[config.mk]
export PLATFORM = sky130hd
export DESIGN_NAME = dual_grasp_lock_interlock
export DESIGN_NICKNAME = d
export VERILOG_FILES = /design/src/rtl/dgl_pkg.sv /design/src/rtl/dgl_cfg.sv /design/src/rtl/dgl_core.sv /design/src/rtl/dual_grasp_lock_interlock.sv
export SDC_FILE = /design/constraint.sdc
export NUM_CORES = 1
export LEC_CHECK = 0
export ABC_AREA = 1
export BUFFER_PORTS_ARGS = -buffer_cell sky130_fd_sc_hd__clkbuf_2
export CAP_MARGIN = 5
export CORE_MARGIN = 4
export CORE_UTILIZATION = 54
export CTS_CLUSTER_DIAMETER = 50
export CTS_CLUSTER_SIZE = 24
export DETAILED_ROUTE_END_ITERATION = 10
export GPL_ROUTABILITY_DRIVEN = 0
export PLACE_DENSITY = 0.77
export SLEW_MARGIN = 15
export SYNTH_ARGS = -nofsm -noshare
export SYNTH_HDL_FRONTEND = slang
export SYNTH_SLANG_ARGS = --single-unit
[constraint.sdc]
create_clock -name clock -period 4.6 [get_ports clock]
set_clock_uncertainty 0.15 [all_clocks]
set_input_delay 0.92 -clock clock [delete_from_list [all_inputs] [get_ports clock]]
set_output_delay 0.92 -clock clock [all_outputs]
set_load 0.01 [all_outputs]
[src/rtl/dgl_pkg.sv]
`default_nettype none

package dgl_pkg;

   localparam int unsigned CountWidth = 16;
   localparam int unsigned SeqWidth   = 32;
   localparam int unsigned CsrIdxWidth = 3;
   localparam int unsigned CsrDataWidth = 16;

   typedef enum logic [2:0] {
      CMD_LOCK          = 3'd0,
      CMD_UNLOCK        = 3'd1,
      CMD_RESET_FAULT   = 3'd2,
      CMD_ENABLE_LEFT   = 3'd3,
      CMD_DISABLE_LEFT  = 3'd4,
      CMD_ENABLE_RIGHT  = 3'd5,
      CMD_DISABLE_RIGHT = 3'd6
   } cmd_type;

   typedef enum logic [1:0] {
      RES_OK          = 2'd0,
      RES_FAULT       = 2'd1,
      RES_NOT_ENABLED = 2'd2,
      RES_NOT_ALIGNED = 2'd3
   } result_type;

   localparam logic REQ_TICK    = 1'b0;
   localparam logic REQ_COMMAND = 1'b1;

   localparam logic [CsrIdxWidth-1:0] CSR_ALIGN_POS_TOL   = 3'd0;
   localparam logic [CsrIdxWidth-1:0] CSR_ALIGN_ROT_TOL   = 3'd1;
   localparam logic [CsrIdxWidth-1:0] CSR_ALIGN_SPEED_TOL = 3'd2;
   localparam logic [CsrIdxWidth-1:0] CSR_STABLE_TICKS    = 3'd3;
   localparam logic [CsrIdxWidth-1:0] CSR_LOST_POS_LIMIT  = 3'd4;
   localparam logic [CsrIdxWidth-1:0] CSR_LOST_ROT_LIMIT  = 3'd5;
   localparam logic [CsrIdxWidth-1:0] CSR_LOST_TICKS      = 3'd6;

   localparam logic [15:0] RST_ALIGN_POS_TOL   = 16'd3000;
   localparam logic [15:0] RST_ALIGN_ROT_TOL   = 16'd350;
   localparam logic [15:0] RST_ALIGN_SPEED_TOL = 16'd200;
   localparam logic [15:0] RST_STABLE_TICKS    = 16'd100;
   localparam logic [15:0] RST_LOST_POS_LIMIT  = 16'd20000;
   localparam logic [15:0] RST_LOST_ROT_LIMIT  = 16'd1500;
   localparam logic [15:0] RST_LOST_TICKS      = 16'd100;

   localparam logic [1:0] SIDES_BOTH = 2'b11;
   localparam logic [1:0] SIDE_LEFT  = 2'b01;
   localparam logic [1:0] SIDE_RIGHT = 2'b10;

   typedef struct packed {
      logic        req_type;
      logic [2:0]  command;
      logic        state_invalid;
      logic [15:0] pos_err_left;
      logic [15:0] pos_err_right;
      logic [15:0] rot_err_left;
      logic [15:0] rot_err_right;
      logic [15:0] lin_speed_left;
      logic [15:0] ang_speed_left;
      logic [15:0] lin_speed_right;
      logic [15:0] ang_speed_right;
   } dgl_req_type;

   typedef struct packed {
      logic        ready_res;
      logic        fault;
      logic [1:0]  locked_mask;
      logic [1:0]  enabled_mask;
      logic [1:0]  last_result;
      logic [31:0] ack_seq;
   } dgl_rsp_type;

   typedef struct packed {
      logic [15:0] align_pos_tol;
      logic [15:0] align_rot_tol;
      logic [15:0] align_speed_tol;
      logic [15:0] stable_ticks;
      logic [15:0] lost_pos_limit;
      logic [15:0] lost_rot_limit;
      logic [15:0] lost_ticks;
   } dgl_cfg_type;

endpackage

`default_nettype wire

[src/rtl/dgl_cfg.sv]
`default_nettype none

module dgl_cfg
   import dgl_pkg::*;
(
   input  wire logic                    clock,
   input  wire logic                    reset,
   input  wire logic                    csr_wr_en,
   input  wire logic [CsrIdxWidth-1:0]  csr_index,
   input  wire logic [CsrDataWidth-1:0] csr_wdata,
   output dgl_cfg_type                  cfg
);

   dgl_cfg_type cfg_ff;
   dgl_cfg_type cfg_in;

   always_comb begin
      cfg_in = cfg_ff;
      if (csr_wr_en) begin
         unique case (csr_index)
            CSR_ALIGN_POS_TOL:   cfg_in.align_pos_tol   = csr_wdata;
            CSR_ALIGN_ROT_TOL:   cfg_in.align_rot_tol   = csr_wdata;
            CSR_ALIGN_SPEED_TOL: cfg_in.align_speed_tol = csr_wdata;
            CSR_STABLE_TICKS:    cfg_in.stable_ticks    = csr_wdata;
            CSR_LOST_POS_LIMIT:  cfg_in.lost_pos_limit  = csr_wdata;
            CSR_LOST_ROT_LIMIT:  cfg_in.lost_rot_limit  = csr_wdata;
            CSR_LOST_TICKS:      cfg_in.lost_ticks      = csr_wdata;
            default:             cfg_in = cfg_ff;
         endcase
      end
   end

   always_ff @(posedge clock) begin
      if (reset) begin
         cfg_ff.align_pos_tol   <= RST_ALIGN_POS_TOL;
         cfg_ff.align_rot_tol   <= RST_ALIGN_ROT_TOL;
         cfg_ff.align_speed_tol <= RST_ALIGN_SPEED_TOL;
         cfg_ff.stable_ticks    <= RST_STABLE_TICKS;
         cfg_ff.lost_pos_limit  <= RST_LOST_POS_LIMIT;
         cfg_ff.lost_rot_limit  <= RST_LOST_ROT_LIMIT;
         cfg_ff.lost_ticks      <= RST_LOST_TICKS;
      end else begin
         cfg_ff <= cfg_in;
      end
   end

   assign cfg = cfg_ff;

endmodule

`default_nettype wire

[src/rtl/dgl_core.sv]
`default_nettype none

module dgl_core
   import dgl_pkg::*;
(
   input  wire logic        clock,
   input  wire logic        reset,
   input  wire logic        step,
   input  wire dgl_req_type item,
   input  wire dgl_cfg_type cfg,
   output dgl_rsp_type      snap
);

   localparam logic [CountWidth-1:0] CountMax = {CountWidth{1'b1}};

   logic [CountWidth-1:0] stable_count_ff, stable_count_in;
   logic [CountWidth-1:0] lost_count_ff, lost_count_in;
   logic                  fault_ff, fault_in;
   logic                  lock_ff, lock_in;
   logic [1:0]            enabled_ff, enabled_in;
   logic                  ready_ff, ready_in;
   result_type            result_ff, result_in;
   logic [SeqWidth-1:0]   seq_ff, seq_in;

   logic        aligned_left;
   logic        aligned_right;
   logic [15:0] speed_left;
   logic [15:0] speed_right;
   logic        sides_on;
   logic        lost;

   assign speed_left  = (item.lin_speed_left > item.ang_speed_left) ?
                        item.lin_speed_left : item.ang_speed_left;
   assign speed_right = (item.lin_speed_right > item.ang_speed_right) ?
                        item.lin_speed_right : item.ang_speed_right;

   assign aligned_left  = (item.pos_err_left < cfg.align_pos_tol) &&
                          (item.rot_err_left < cfg.align_rot_tol) &&
                          (speed_left < cfg.align_speed_tol);
   assign aligned_right = (item.pos_err_right < cfg.align_pos_tol) &&
                          (item.rot_err_right < cfg.align_rot_tol) &&
                          (speed_right < cfg.align_speed_tol);

   assign sides_on = (enabled_ff == SIDES_BOTH);

   assign lost = !sides_on ||
                 (item.pos_err_left > cfg.lost_pos_limit) ||
                 (item.pos_err_right > cfg.lost_pos_limit) ||
                 (item.rot_err_left > cfg.lost_rot_limit) ||
                 (item.rot_err_right > cfg.lost_rot_limit);

   always_comb begin
      stable_count_in = stable_count_ff;
      lost_count_in   = lost_count_ff;
      fault_in        = fault_ff;
      lock_in         = lock_ff;
      enabled_in      = enabled_ff;
      ready_in        = ready_ff;
      result_in       = result_ff;
      seq_in          = seq_ff;
      if (item.req_type == REQ_TICK) begin
         fault_in = fault_ff | item.state_invalid;
         if (aligned_left && aligned_right) begin
            if (stable_count_ff != CountMax) begin
               stable_count_in = stable_count_ff + 1'b1;
            end
         end else begin
            stable_count_in = '0;
         end
         ready_in = !fault_in && sides_on && (stable_count_in >= cfg.stable_ticks);
         if (lock_ff) begin
            if (lost) begin
               if (lost_count_ff != CountMax) begin
                  lost_count_in = lost_count_ff + 1'b1;
               end
            end else begin
               lost_count_in = '0;
            end
            if (lost_count_in > cfg.lost_ticks) begin
               fault_in = 1'b1;
            end
         end else begin
            lost_count_in = '0;
         end
      end else begin
         case (item.command)
            CMD_LOCK: begin
               seq_in = seq_ff + 1'b1;
               if (fault_ff) begin
                  result_in = RES_FAULT;
               end else if (!sides_on) begin
                  result_in = RES_NOT_ENABLED;
               end else if (stable_count_ff < cfg.stable_ticks) begin
                  result_in = RES_NOT_ALIGNED;
               end else begin
                  lock_in   = 1'b1;
                  result_in = RES_OK;
               end
            end
            CMD_UNLOCK: begin
               seq_in    = seq_ff + 1'b1;
               lock_in   = 1'b0;
               result_in = RES_OK;
            end
            CMD_RESET_FAULT: begin
               seq_in = seq_ff + 1'b1;
               if (lock_ff) begin
                  result_in = RES_FAULT;
               end else begin
                  fault_in        = 1'b0;
                  stable_count_in = '0;
                  lost_count_in   = '0;
                  result_in       = RES_OK;
               end
            end
            CMD_ENABLE_LEFT:   enabled_in = enabled_ff | SIDE_LEFT;
            CMD_DISABLE_LEFT:  enabled_in = enabled_ff & SIDE_RIGHT;
            CMD_ENABLE_RIGHT:  enabled_in = enabled_ff | SIDE_RIGHT;
            CMD_DISABLE_RIGHT: enabled_in = enabled_ff & SIDE_LEFT;
            default: ;
         endcase
      end
   end

   always_ff @(posedge clock) begin
      if (reset) begin
         stable_count_ff <= '0;
         lost_count_ff   <= '0;
         fault_ff        <= 1'b0;
         lock_ff         <= 1'b0;
         enabled_ff      <= '0;
         ready_ff        <= 1'b0;
         result_ff       <= RES_OK;
         seq_ff          <= '0;
      end else if (step) begin
         stable_count_ff <= stable_count_in;
         lost_count_ff   <= lost_count_in;
         fault_ff        <= fault_in;
         lock_ff         <= lock_in;
         enabled_ff      <= enabled_in;
         ready_ff        <= ready_in;
         result_ff       <= result_in;
         seq_ff          <= seq_in;
      end
   end

   // result shows the state after this item
   always_comb begin
      snap.ready_res    = ready_in;
      snap.fault        = fault_in;
      snap.locked_mask  = lock_in ? SIDES_BOTH : 2'b00;
      snap.enabled_mask = enabled_in;
      snap.last_result  = result_in;
      snap.ack_seq      = seq_in;
   end

endmodule

`default_nettype wire

[src/rtl/dual_grasp_lock_interlock.sv]
// Grasp lock safety interlock for a two-sided gripper.
// Input channel req_valid/req_ready/req_data carries one item: a measurement
// tick (alignment and lost-grasp counting, fault latching) or a command
// (lock, unlock, reset fault, enable or disable a side).
// Result channel rsp_valid/rsp_ready/rsp_data returns exactly one item per
// input item: a snapshot of ready, fault, lock and enable masks, last command
// result and the command sequence number after that item.
// Limits and tolerances live in seven 16-bit registers written through
// csr_wr_en/csr_index/csr_wdata; write them only while no item is in flight.
// An accepted item goes through the input register, then the result register,
// which drives rsp_data. Throughput: one item per cycle while the receiver
// does not stall; the state update is a single compare and increment pass
// between the input register and the result register.
// When the receiver stalls, the result register holds and the input register
// still takes one more item; after that req_ready drops until rsp_ready.
// Synchronous reset clears all counters, flags, the sequence number and both
// pipeline stages, and restores the register defaults.
`default_nettype none

module dual_grasp_lock_interlock
   import dgl_pkg::*;
(
   input  wire logic                    clock,
   input  wire logic                    reset,
   input  wire logic                    req_valid,
   output logic                         req_ready,
   input  wire dgl_req_type             req_data,
   output logic                         rsp_valid,
   input  wire logic                    rsp_ready,
   output dgl_rsp_type                  rsp_data,
   input  wire logic                    csr_wr_en,
   input  wire logic [CsrIdxWidth-1:0]  csr_index,
   input  wire logic [CsrDataWidth-1:0] csr_wdata
);

   dgl_cfg_type cfg;
   dgl_rsp_type snap;

   logic        stage_valid_ff, stage_valid_in;
   dgl_req_type stage_data_ff;
   logic        rsp_valid_ff, rsp_valid_in;
   dgl_rsp_type rsp_data_ff;
   logic        out_load;
   logic        req_fire;

   assign out_load  = stage_valid_ff && (!rsp_valid_ff || rsp_ready);
   assign req_ready = !stage_valid_ff || out_load;
   assign req_fire  = req_valid && req_ready;

   assign stage_valid_in = req_fire || (stage_valid_ff && !out_load);
   assign rsp_valid_in   = out_load || (rsp_valid_ff && !rsp_ready);

   dgl_cfg u_dgl_cfg (
      .clock     (clock),
      .reset     (reset),
      .csr_wr_en (csr_wr_en),
      .csr_index (csr_index),
      .csr_wdata (csr_wdata),
      .cfg       (cfg)
   );

   dgl_core u_dgl_core (
      .clock (clock),
      .reset (reset),
      .step  (out_load),
      .item  (stage_data_ff),
      .cfg   (cfg),
      .snap  (snap)
   );

   always_ff @(posedge clock) begin
      if (reset) begin
         stage_valid_ff <= 1'b0;
         rsp_valid_ff   <= 1'b0;
      end else begin
         stage_valid_ff <= stage_valid_in;
         rsp_valid_ff   <= rsp_valid_in;
      end
   end

   always_ff @(posedge clock) begin
      if (req_fire) begin
         stage_data_ff <= req_data;
      end
      if (out_load) begin
         rsp_data_ff <= snap;
      end
   end

   assign rsp_valid = rsp_valid_ff;
   assign rsp_data  = rsp_data_ff;

endmodule

`default_nettype wire

==> summary.txt, run 1 <==
Setup path
  • R2R cell count: 30
  • Crit path kind: flop to flop
  • Worst Path Buf+Inv: 2
  • CP delay by family, top: simple AND/OR/NAND/NOR gates
  • CP startpoint kind: flop
  • Crit path max fanout: 7
  • Number of cells on the critical path: 30
  • Max stage delay cell, worst path: edfxtp_1
  • Req. time, crit path: between 4 and 5 ns
  • Most frequent CP cell: nand2_4
  • Max incr delay on CP: 0.45 ns
  • Setup crit end kind: flop
  • Critical path arrival: 5.63 ns

STA
  • RSZ-0062 raised after global routing: true
  • Hold Slack: 0.315 ns
  • TNS Setup: -1.41 ns
  • Peak Freq: about 0.19 GHz
  • Slew headroom: between 10% and 20%
  • Count of final max-slew check failures: 0
  • Worst slew pin tran: between 1 and 1.5 ns
  • Final worst slack: -0.720 ns
  • Tmin final: ~5.3 ns
  • Final setup vio count: 2
  • Hold Vio Cnt, Final: 0
  • Fin crit share: 116%

Cells and area
  • Post-Route Utilization: about 65%
  • Share of cells above drive strength 1: between 10% and 20%
  • Net count, final: ~2800
  • Diodes inserted: 0
  • P&R area growth vs syn: 18.4%
  • Design Area, Final: between 0.02 and 0.025 mm²

Placed design
  • HPWL Detailed: between 30 and 40 mm
  • Placed inst area: 0.0213 mm²
  • Port Buffers: just under 200

Floorplan
  • Num rows: slightly below 70
  • Core area: ~0.035 mm²
  • Vert. Die Dim: around 200 µm
  • # IOs: around 200
  • Initial Util: a little over half
  • Die W: between 150 and 200 µm
  • Die ar.: 0.0389 mm²

Power and ir drop
  • Comb power frac: about an eighth
  • Static Leak: 10.2 nW
  • Sw frac: 26.8%
  • VDD IR max: approximately 0.00048 V
  • Power per cell area: ~340 mW/mm²
  • Clock share of power: roughly two fifths
  • Reg power frac: between 40% and 50%
  • Int Pwr: roughly 5.7 mW
  • Net switching power: 2.07 mW
  • Power Total: just under 8 mW

Synthesis
  • Synth Area in XOR/XNOR: between 2 and 2.5%
  • Synth Area in Compound Gates: between 10% and 20%
  • Synth cell count leaders: 338 x inv_1, 283 x nand2_1, 263 x a21oi_1, 236 x ha_1, 185 x dfxtp_1
  • Multiplexer share of the synthesized area: 0%
  • Top-area cell type share of the netlist area: between 20% and 30%
  • YS warnings: 0
  • Netlist cell types: 50
  • Most frequent cell after synthesis: inv_1
  • Top FF cell, synth: dfxtp_1
  • Fraction of the mapped netlist area in adder cells: 15.3%
  • Syn Area/Cell: between 8 and 9 µm²
  • Synth async-reset ratio: 0%
  • Syn Nets: 2582
  • Post-synth EDFFs: ~170
  • Post-synthesis sequential area ratio: between 40 and 50%
  • Yosys reg bits: around 360
  • Largest family of logic cells by synthesized area: adder cells
  • Most area-consuming cells after synthesis: edfxtp_1 27%, dfxtp_1 19%, ha_1 15%
  • Synthesized cell area: about 0.019 mm²
  • Post-synth top area cell: edfxtp_1
  • Mapped Cells: 2189
  • Simple-Gate Fraction of Synth Area: between 10% and 20%

GRT
  • First-pass GRT wire length: ~80 mm
  • Gr ovfl total: 0
  • Total GRT Usage: about a quarter
  • Number of global-route vias before repair: around 16000
  • Initial antenna violation count: 2
  • Largest net degree at the start of global routing: between 70 and 80

Run status
  • Status: finished, violations left
  • Failing checks: negative setup slack

Detailed routing
  • Routed vias/inst: about 5.6
  • Drt initial violations: ~1100
  • Antenna-violating nets left: 0
  • Per-cell routed wire length: about 17 µm
  • DRC Markers: 0
  • DR pass1 iterations: 5
  • Vias: 16388
  • Total Wirelength: roughly 50 mm

Clock network
  • Clk buf depth: 3
  • Cts bufs inserted: 36
  • Clock sinks: approximately 360
  • Number of H-tree levels: 2
  • Clock Latency Late Sink: 0.56 ns
  • CTS tree: built
  • CTS clk-pin slew, worst paths: approximately 0.070 ns
  • Clock Tree Root: clkbuf_16

Min path
  • Hold Crit Class: flop to flop
  • Hold path depth: 2

Flow run
  • Max Cap Viol: 0
==> logic make-up (layout without fill, tap and decap cells) <==
| kind of cell | after synthesis | in the layout |
|---|---|---|
| buffers and inverters | 402 | 688 |
| AOI/OAI and AO/OA | 510 | 510 |
| and+or+nand+nor | 638 | 641 |
| adders and majority gates | 236 | 236 |
| xor gates and xnor gates | 46 | 46 |
| DFF | 357 | 357 |
==> flip-flops by register name, summed over array words and instances (netlist names) <==
name	count
rsp_valid	1
u_dgl_core.lost_count_ff	16
u_dgl_core.ready_ff	1
u_dgl_core.result_ff	2
u_dgl_core.stable_count_ff	16
u_dgl_cfg.cfg	112
rsp_data	39
stage_data_ff	133
u_dgl_core.fault_ff	1
u_dgl_core.lock_ff	1
u_dgl_core.seq_ff	32
u_dgl_core.enabled_ff	2
stage_valid_ff	1
==> worst paths after layout <==
kind / startpoint / endpoint / slack, ns
max reg2reg: stage_data_ff[27] / u_dgl_core.ready_ff / -0.72
min reg2reg: u_dgl_cfg.cfg[12] / u_dgl_cfg.cfg[12] / 0.32
max: stage_data_ff[27] / u_dgl_core.ready_ff / -0.72
min: u_dgl_cfg.cfg[12] / u_dgl_cfg.cfg[12] / 0.32
==> repair_timing <==
action,in CTS,in global routing
endpoints found under the setup margin,2,2
gates cloned,2,1
resized for setup,25,30
setup buffers,4,2
pin swaps,3,6
hold buffers,0,0
==> stage by stage <==
stage | instances | worst slack [ns]
floorplan | 2189 | -0.0117
global placement | 2864 | -0.406
detailed placement | 2864 | -0.654
CTS | 2936 | -0.389
global route | 2939 | -1.00
finish | 2939 | -0.720
==> power by group through the flow <==
stage          clock network [mW]  registers, mW  logic [mW]
2_1_floorplan                   0           3.63       0.568
3_3_place_gp                    0           3.64       0.865
3_5_place_dp                    0           3.65       0.911
4_1_cts                      3.23           3.58       0.938
5_1_grt                      3.35           3.59        1.08
6_report                     3.19           3.58       0.961
==> worst reg2reg max path: cells and delay by family (launching register included) <==
kind | cells | cell delay [ns]
flops | 1 | 0.45
simple gates | 14 | 2.06
fa+ha+maj | 3 | 0.82
buf+inv | 2 | 0.10
compound gates | 11 | 1.65
==> layer usage <==
layer / track usage, % / vias up / part of all wire [%]
li1: - / 8029 / -
met1: 32.0 / 7628 / 42
met2: 42.5 / 573 / 48
met3: 3.96 / 154 / 5.9
met4: 11.6 / 4 / 4.3
met5: 0 / - / 0.056
==> placed cells by master, fill, tap and decap left out, types with 5 or more instances in the layout <==
cell,instances
nand3_1,56
nor4_1,7
nand3b_1,9
nor3_1,42
o21ai_0,145
buf_4,82
a21oi_2,9
clkbuf_16,39
ha_1,232
a21oi_1,254
edfxtp_1,172
o21a_1,6
nand4_1,47
o21ai_1,6
o221ai_1,5
a31oi_1,10
clkbuf_2,198
nand2_2,6
clkinv_8,6
xor2_1,43
o211ai_1,37
inv_6,7
nand2_1,274
inv_1,336
dfxtp_1,185
nor2_1,168
a211oi_1,7
nor2_4,5
nand2_4,7
==> layout make-up <==
| class | instances | area (µm²) |
|---|---|---|
| clock inverters | 26 | 327 |
| repair buffers | 282 | 1640 |
| multi-input cells | 1433 | 9240 |
| inverters | 340 | 1280 |
| flip-flops and latches | 357 | 8870 |
| well taps | 461 | 577 |
| clock buffers | 40 | 980 |
| fillers | 2742 | 12600 |
Power figures use the tool's default switching activity.
==> run 2, diff against run 1 <==
--- a/constraint.sdc
+++ b/constraint.sdc
@@ -4,2 +4,2 @@
 set_output_delay 0.92 -clock clock [all_outputs]
-set_load 0.01 [all_outputs]
+set_load 0.05 [all_outputs]
==> run 2 against run 1 <==
  * Maximum frequency is 0.88% lower
  * Final area increased by 1.5%
  * Final cell count is 0.44% higher
  * Hold slack worse by 0.0031 ns
  * Highest routed layer unchanged
  * Flip-flop and latch count is the same
  * Worst setup slack got worse by 0.047 ns
  * Via count grew 2.0%
  * Sequential share of layout area decreased by 0.59 points
  * First-iteration DRC count is 20% higher
  * The run still ends with negative setup slack left
  * Critical path depth increased by 3
  * Largest cell class unchanged
  * Total power grew 3.0%
  * Clock power is 2% higher
==> summary.txt, run 2 (synthesized netlist as in run 1, its figures left out) <==
STA
  • Count of final max-slew check failures: 0 (unchanged)
  • Tmin final: 5.37 ns (was 5.32 ns)
  • Worst slew pin tran: 1.21 ns (was 1.20 ns)
  • Final worst slack: -0.767 ns (was -0.720 ns)
  • Fin crit share: 117% (was 116%)
  • Hold Vio Cnt, Final: 0 (unchanged)
  • RSZ-0062 raised after global routing: true (unchanged)
  • Slew headroom: 18.8% (was 19.9%)
  • Peak Freq: 0.186 GHz (was 0.188 GHz)
  • Final setup vio count: 2 (unchanged)

Floorplan
  • Initial Util: 54.5% (unchanged)
  • Vert. Die Dim: 197 µm (unchanged)
  • Num rows: 69 (unchanged)
  • Die ar.: 0.0389 mm² (unchanged)
  • Core area: 0.0355 mm² (unchanged)
  • # IOs: 199 (unchanged)
  • Die W: 197 µm (unchanged)

Clock network
  • CTS tree: built (unchanged)
  • Clock Latency Late Sink: 0.58 ns (was 0.56 ns)
  • Clk buf depth: 3 (unchanged)
  • CTS clk-pin slew, worst paths: 0.06 ns (was 0.07 ns)
  • Clock Tree Root: clkbuf_16 (unchanged)
  • # hold bufs at CTS: 0 (unchanged)
  • Clock sinks: 357 (unchanged)
  • Number of H-tree levels: 2 (unchanged)
  • Cts bufs inserted: 38 (was 36)

Placed design
  • Setup WS pre-CTS: -0.674 ns (was -0.654 ns)
  • HPWL Detailed: 36.3 mm (was 36.8 mm)
  • Port Buffers: 198 (unchanged)
  • Placed inst area: 0.0213 mm² (about the same)
  • Inst Count DP: 2864 (unchanged)

Cells and area
  • Share of cells above drive strength 1: 18.3% (was 16.5%)
  • Net count, final: 2853 (was 2843)
  • Design Area, Final: 0.0233 mm² (was 0.0229 mm²)
  • Commonest non-fill, non-tap cell in the layout: inv_1 (unchanged)
  • P&R area growth vs syn: 20.2% (was 18.4%)
  • Commonest non-fill, non-tap cells in the layout: 331 x inv_1, 272 x nand2_1, 244 x a21oi_1 (was 336 x inv_1, 274 x nand2_1, 254 x a21oi_1)
  • Filler cells: 2676 (was 2742)
  • Post-Route Utilization: 65.6% (was 64.6%)
  • Largest register FFs: 133 (unchanged)
  • Largest Register: stage_data_ff (unchanged)
  • Final non-filler cell total: 2952 (was 2939)

Detailed routing
  • Routed vias/inst: 5.66 (was 5.58)
  • DR pass1 iterations: 6 (was 5)
  • Vias: 16723 (was 16388)
  • Drt initial violations: 1371 (was 1139)
  • DRC Markers: 0 (unchanged)
  • Antenna-violating nets left: 0 (unchanged)
  • Per-cell routed wire length: 17.5 µm (was 17.1 µm)
  • Total Wirelength: 51.6 mm (was 50.3 mm)

Setup path
  • Req. time, crit path: 4.91 ns (about the same)
  • Max incr delay on CP: 0.43 ns (was 0.45 ns)
  • Crit path max fanout: 8 (was 7)
  • Crit path kind: flop to flop (unchanged)
  • Critical path arrival: 5.67 ns (was 5.63 ns)
  • Worst Path Buf+Inv: 3 (was 2)
  • Setup crit end kind: flop (unchanged)
  • CP delay by family, top: compound AO/OA/AOI/OAI gates (was simple AND/OR/NAND/NOR gates)
  • CP startpoint kind: flop (unchanged)
  • Max stage delay cell, worst path: edfxtp_1 (unchanged)

GRT
  • Number of global-route vias before repair: 16377 (was 16254)
  • Largest net degree at the start of global routing: 108 (was 75)
  • Total GRT Usage: 25.5% (was 25.2%)
  • First-pass GRT wire length: 80.8 mm (was 80.0 mm)
  • Initial antenna violation count: 4 (was 2)
  • Gr ovfl total: 0 (unchanged)

Power and ir drop
  • Power Total: 7.95 mW (was 7.72 mW)
  • VDD IR max: 0.000361 V (was 0.000478 V)
  • Static Leak: 10.3 nW (was 10.2 nW)
  • Power per cell area: 342 mW/mm² (was 337 mW/mm²)

Min path
  • Hold Crit Class: flop to flop (unchanged)

Run status
  • Status: finished, violations left (unchanged)
  • Failing checks: negative setup slack (unchanged)

Flow run
  • Max Cap Viol: 0 (unchanged)
-- run 2: changes by cell type in the layout (fill, tap and decap cells not counted), moves of 6 or more --
cell | previous run | this run
a21oi_1 | 254 | 244
nor2_1 | 168 | 162
a21oi_2 | 9 | 16
ha_1 | 232 | 223
ha_4 | 4 | 12
-- run 2: stage by stage --
stage	TNS, ns	hold slack, ns
CTS	-0.763	0.313
global route	-2.18	0.340
detailed placement	-1.28	0.301
global placement	-0.828	0.300
floorplan	-0.0280	0.285
finish	-1.50	0.312
-- run 2: layout make-up --
type | instances | area (µm²) | area share, %
inverters | 340 | 1280 | 5.50
repair buffers | 292 | 1770 | 7.59
well taps | 461 | 577 | 2.48
clock buffers | 40 | 1000 | 4.30
multi-input cells | 1431 | 9420 | 40.5
clock inverters | 30 | 349 | 1.50
flip-flops and latches | 357 | 8870 | 38.1
diodes | 1 | 2.50 | 0.0108
-- run 2: worst min-delay path: cells and delay by family (launching register included) --
kind	cells	cell delay [ns]
flops	1	0.30
buf+inv	1	0.06
compound gates	1	0.06
-- run 2: repair_timing --
item | 4_1_cts | 5_1_grt
pin swaps | 19 | 19
setup endpoints to repair | 2 | 2
resized for setup | 48 | 46
cloned | 2 | 0
buffers inserted | 8 | 7
-- run 2: power breakdown --
group	internal (mW)	switching, mW	total [mW]	leakage [nW]
registers	3.50	0.0859	3.58	3.18
clock network	1.79	1.47	3.26	0.651
logic	0.427	0.682	1.11	6.45
total	5.72	2.24	7.95	10.3
-- run 2: path summary, 6_finish.rpt --
check                                        from             endpoint  slack (ns)  cells after the start
worst max-delay path            stage_data_ff[49]  u_dgl_core.ready_ff       -0.77                     33
worst min-delay path             u_dgl_cfg.cfg[1]     u_dgl_cfg.cfg[1]        0.31                      2
worst max register to register  stage_data_ff[49]  u_dgl_core.ready_ff       -0.77                     33
worst min register to register   u_dgl_cfg.cfg[1]     u_dgl_cfg.cfg[1]        0.31                      2
-- run 2: routing by layer --
metal	share of wire (%)	GRT usage, %
met1	40	32.3
met4	4.6	11.7
met5	0.056	0
met3	6.6	3.97
met2	48	43.1
==> run 3, diff against run 2 <==
Settings changed: SYNTH_HIERARCHICAL set to 1.
==> run 3 against run 2 <==
  * The flow still finishes with violations (negative setup slack)
  * Area after synthesis rose by 4.0%
  * Sequential power barely moved
  * Non-clock buffer count rose by 3
  * Clock-buffer cell count rose by 3
  * Final area rose by 3.4%
  * Flip-flop and latch count rose by 1
  * Sequential share of layout area fell by 1.1 points
  * Largest cell class unchanged
  * Total power rose by 3.4%
  * Clock power rose by 7.1%
==> summary.txt, run 3 <==
Run status
  • Status: finished, violations left (unchanged)
  • Failing checks: negative setup slack (unchanged)

Synthesis
  • Yosys reg bits: 358 (was 357)
  • Most frequent cell after synthesis: nand2_1 (was inv_1)
  • Syn Nets: 2813 (was 2582)
  • Post-synth top area cell: edfxtp_1 (unchanged)
  • Top-area cell type share of the netlist area: 25.8% (was 26.7%)
  • Synth cell count leaders: 433 x nand2_1, 338 x inv_1, 306 x nor2_1, 236 x ha_1, 194 x a21oi_1 (was 338 x inv_1, 283 x nand2_1, 263 x a21oi_1, 236 x ha_1, 185 x dfxtp_1)
  • Top FF cell, synth: dfxtp_1 (unchanged)
  • Syn Area/Cell: 8.32 µm² (was 8.84 µm²)
  • Mapped Cells: 2420 (was 2189)
  • Post-synthesis sequential area ratio: 44.2% (was 45.8%)
  • YS warnings: 6 (was 0)
  • Synth async-reset ratio: 0% (unchanged)
  • Synthesized cell area: 0.0201 mm² (was 0.0193 mm²)
  • Most area-consuming cells after synthesis: edfxtp_1 26%, dfxtp_1 18%, ha_1 15% (was edfxtp_1 27%, dfxtp_1 19%, ha_1 15%)
  • Post-synth EDFFs: 173 (was 172)
  • Netlist cell types: 55 (was 50)

Clock network
  • Number of H-tree levels: 2 (unchanged)
  • Clk buf depth: 3 (unchanged)
  • Clock Tree Root: clkbuf_16 (unchanged)
  • Clock sinks: 358 (was 357)
  • Cts bufs inserted: 41 (was 38)
  • # hold bufs at CTS: 0 (unchanged)
  • CTS tree: built (unchanged)
  • Clock Latency Late Sink: 0.57 ns (was 0.58 ns)
  • CTS clk-pin slew, worst paths: 0.06 ns (about the same)

Setup path
  • Setup crit end kind: flop (unchanged)
  • RR Startpoint: stage_data_ff[11] (was stage_data_ff[49])
  • Worst setup path end: u_dgl_core/ready_ff (was u_dgl_core.ready_ff)
  • Crit path kind: flop to flop (unchanged)
  • R2R cell count: 31 (was 33)
  • Critical path arrival: 5.55 ns (was 5.67 ns)
  • CP Launch Point: stage_data_ff[11] (was stage_data_ff[49])
  • CP startpoint kind: flop (unchanged)
  • Max stage delay cell, worst path: edfxtp_1 (unchanged)
  • Req. time, crit path: 4.91 ns (about the same)
  • Worst R2R Setup Slack: -0.63 ns (was -0.77 ns)
  • Max incr delay on CP: 0.37 ns (was 0.43 ns)
  • Reg-to-reg endpoint: u_dgl_core/ready_ff (was u_dgl_core.ready_ff)
  • Crit path max fanout: 7 (was 8)

STA
  • Count of final max-slew check failures: 0 (unchanged)
  • Tmin final: 5.23 ns (was 5.37 ns)
  • Hold Slack: 0.314 ns (was 0.312 ns)
  • Final worst slack: -0.634 ns (was -0.767 ns)
  • Final setup vio count: 2 (unchanged)
  • Worst slew pin tran: 1.07 ns (was 1.21 ns)
  • Hold Vio Cnt, Final: 0 (unchanged)
  • Fin crit share: 114% (was 117%)
  • Peak Freq: 0.191 GHz (was 0.186 GHz)
  • RSZ-0062 raised after global routing: true (unchanged)
  • Slew headroom: 28.5% (was 18.8%)
  • TNS Setup: -1.25 ns (was -1.50 ns)

Flow run
  • Max Cap Viol: 0 (unchanged)

Detailed routing
  • Total Wirelength: 52.2 mm (was 51.6 mm)
  • DRC Markers: 0 (unchanged)
  • Per-cell routed wire length: 16.4 µm (was 17.5 µm)
  • Drt initial violations: 1763 (was 1371)
  • Routed vias/inst: 5.53 (was 5.66)
  • Antenna-violating nets left: 0 (unchanged)
  • DR pass1 iterations: 5 (was 6)
  • Vias: 17658 (was 16723)

Power and ir drop
  • Clock share of power: 42.5% (was 41.0%)
  • Power per cell area: 342 mW/mm² (about the same)
  • Comb power frac: 13.7% (was 13.9%)
  • Power Total: 8.22 mW (was 7.95 mW)
  • Reg power frac: 43.8% (was 45.0%)
  • Net switching power: 2.25 mW (was 2.24 mW)
  • VDD IR max: 0.000355 V (was 0.000361 V)
  • Static Leak: 11.1 nW (was 10.3 nW)
  • Int Pwr: 5.98 mW (was 5.72 mW)
  • Sw frac: 27.3% (was 28.1%)

Cells and area
  • Final non-filler cell total: 3191 (was 2952)
  • Commonest non-fill, non-tap cells in the layout: 424 x nand2_1, 334 x inv_1, 299 x nor2_1 (was 331 x inv_1, 272 x nand2_1, 244 x a21oi_1)
  • Share of cells above drive strength 1: 17.2% (was 18.3%)
  • Commonest non-fill, non-tap cell in the layout: nand2_1 (was inv_1)
  • P&R area growth vs syn: 19.5% (was 20.2%)
  • Largest register FFs: 133 (unchanged)
  • Post-Route Utilization: 65.5% (was 65.6%)
  • Largest Register: stage_data_ff (unchanged)
  • Net count, final: 3081 (was 2853)

Placed design
  • Port Buffers: 198 (unchanged)
  • Inst Count DP: 3095 (was 2864)
  • HPWL Detailed: 38.5 mm (was 36.3 mm)

Min path
  • Hold Crit Class: flop to flop (unchanged)
  • Hold_sp: u_dgl_cfg/cfg[50] (was u_dgl_cfg.cfg[1])

GRT
  • Total GRT Usage: 24.8% (was 25.5%)
  • Gr ovfl total: 0 (unchanged)
  • Number of global-route vias before repair: 17253 (was 16377)
  • Largest net degree at the start of global routing: 77 (was 108)
  • Initial antenna violation count: 3 (was 4)
  • First-pass GRT wire length: 83.5 mm (was 80.8 mm)

Floorplan
  • Die ar.: 0.0404 mm² (was 0.0389 mm²)
  • Num rows: 70 (was 69)
  • Core area: 0.0367 mm² (was 0.0355 mm²)
  • Initial Util: 54.8% (was 54.5%)
  • Die W: 201 µm (was 197 µm)
  • Vert. Die Dim: 201 µm (was 197 µm)
  • # IOs: 199 (unchanged)
-- run 3: changes by cell type after synthesis, moves of 7 or more --
| cell | previous run | this run |
|---|---|---|
| nand2_1 | 283 | 433 |
| nor2_1 | 172 | 306 |
| nand3_1 | 58 | 172 |
| o21ai_0 | 149 | 74 |
| a21oi_1 | 263 | 194 |
| o211ai_1 | 37 | 6 |
| clkbuf_1 | 57 | 38 |
| buf_2 | 3 | 17 |
| nor3_1 | 46 | 34 |
| nor2_2 | 0 | 9 |
| buf_4 | 1 | 9 |
| buf_1 | 1 | 8 |
-- run 3: kinds of logic after synthesis --
logic type | share of synthesized area [%]
xor gates and xnor gates | 2.00
adders and majority gates | 14.7
AOI/OAI and AO/OA | 8.84
DFF | 44.2
and+or+nand+nor | 22.3
buffers and inverters | 8.00
-- run 3: repair_timing --
item | 4_1_cts | 5_1_grt
cloned | 2 | 1
setup buffers | 8 | 7
setup endpoints to repair | 2 | 4
pin swaps | 19 | 27
gates resized for setup | 37 | 48
-- run 3: per-layer routing --
layer	vias to the layer above	global-route usage, %	wire [µm]
met1	8217	31.8	21500
met4	0	8.73	1650
met5	-	0	0
met3	127	4.85	3630
li1	8620	-	-
met2	694	42.1	25500
-- run 3: power by group through the flow --
stage                     combinational, mW  sequential (mW)  clock, mW
final                                  1.13             3.60       3.49
after global placement                0.964             3.66          0
after global routing                   1.26             3.61       3.71
after CTS                              1.06             3.60       3.56
after floorplan                       0.609             3.70          0
after detailed placement               1.02             3.66          0
-- run 3: worst min path at each step --
stage                        endpoint  depth (start not counted)
floorplan           u_dgl_cfg/cfg[18]                          2
global placement    u_dgl_cfg/cfg[19]                          2
detailed placement  u_dgl_cfg/cfg[50]                          2
CTS                 u_dgl_cfg/cfg[50]                          2
global route        u_dgl_cfg/cfg[50]                          2
finish              u_dgl_cfg/cfg[50]                          2
-- run 3: layout make-up --
class | instances | area [µm²]
diodes | 3 | 7.51
clock buffers | 43 | 1030
clock inverters | 32 | 430
fillers | 2878 | 12700
inverters | 342 | 1290
multi-input cells | 1650 | 10000
flip-flops and latches | 358 | 8900
well taps | 468 | 586
repair buffers | 295 | 1760
-- run 3: critical path, delay by kind of cell, from the launching register on --
| kind | cells | cell delay (ns) |
|---|---|---|
| AO/OA/AOI/OAI | 14 | 2.30 |
| adder cells (fa/ha/maj) | 3 | 0.71 |
| buffers and inverters | 3 | 0.25 |
| flip-flops | 1 | 0.37 |
| AND/OR/NAND/NOR | 11 | 1.34 |
-- run 3: stage by stage --
step,worst slack (ns),area [µm²]
4_1_cts,-0.311,23700
3_5_place_dp,-0.645,22000
3_3_place_gp,-0.271,22000
2_1_floorplan,-0.0764,20200
5_1_grt,-0.845,24000
6_report,-0.634,24000
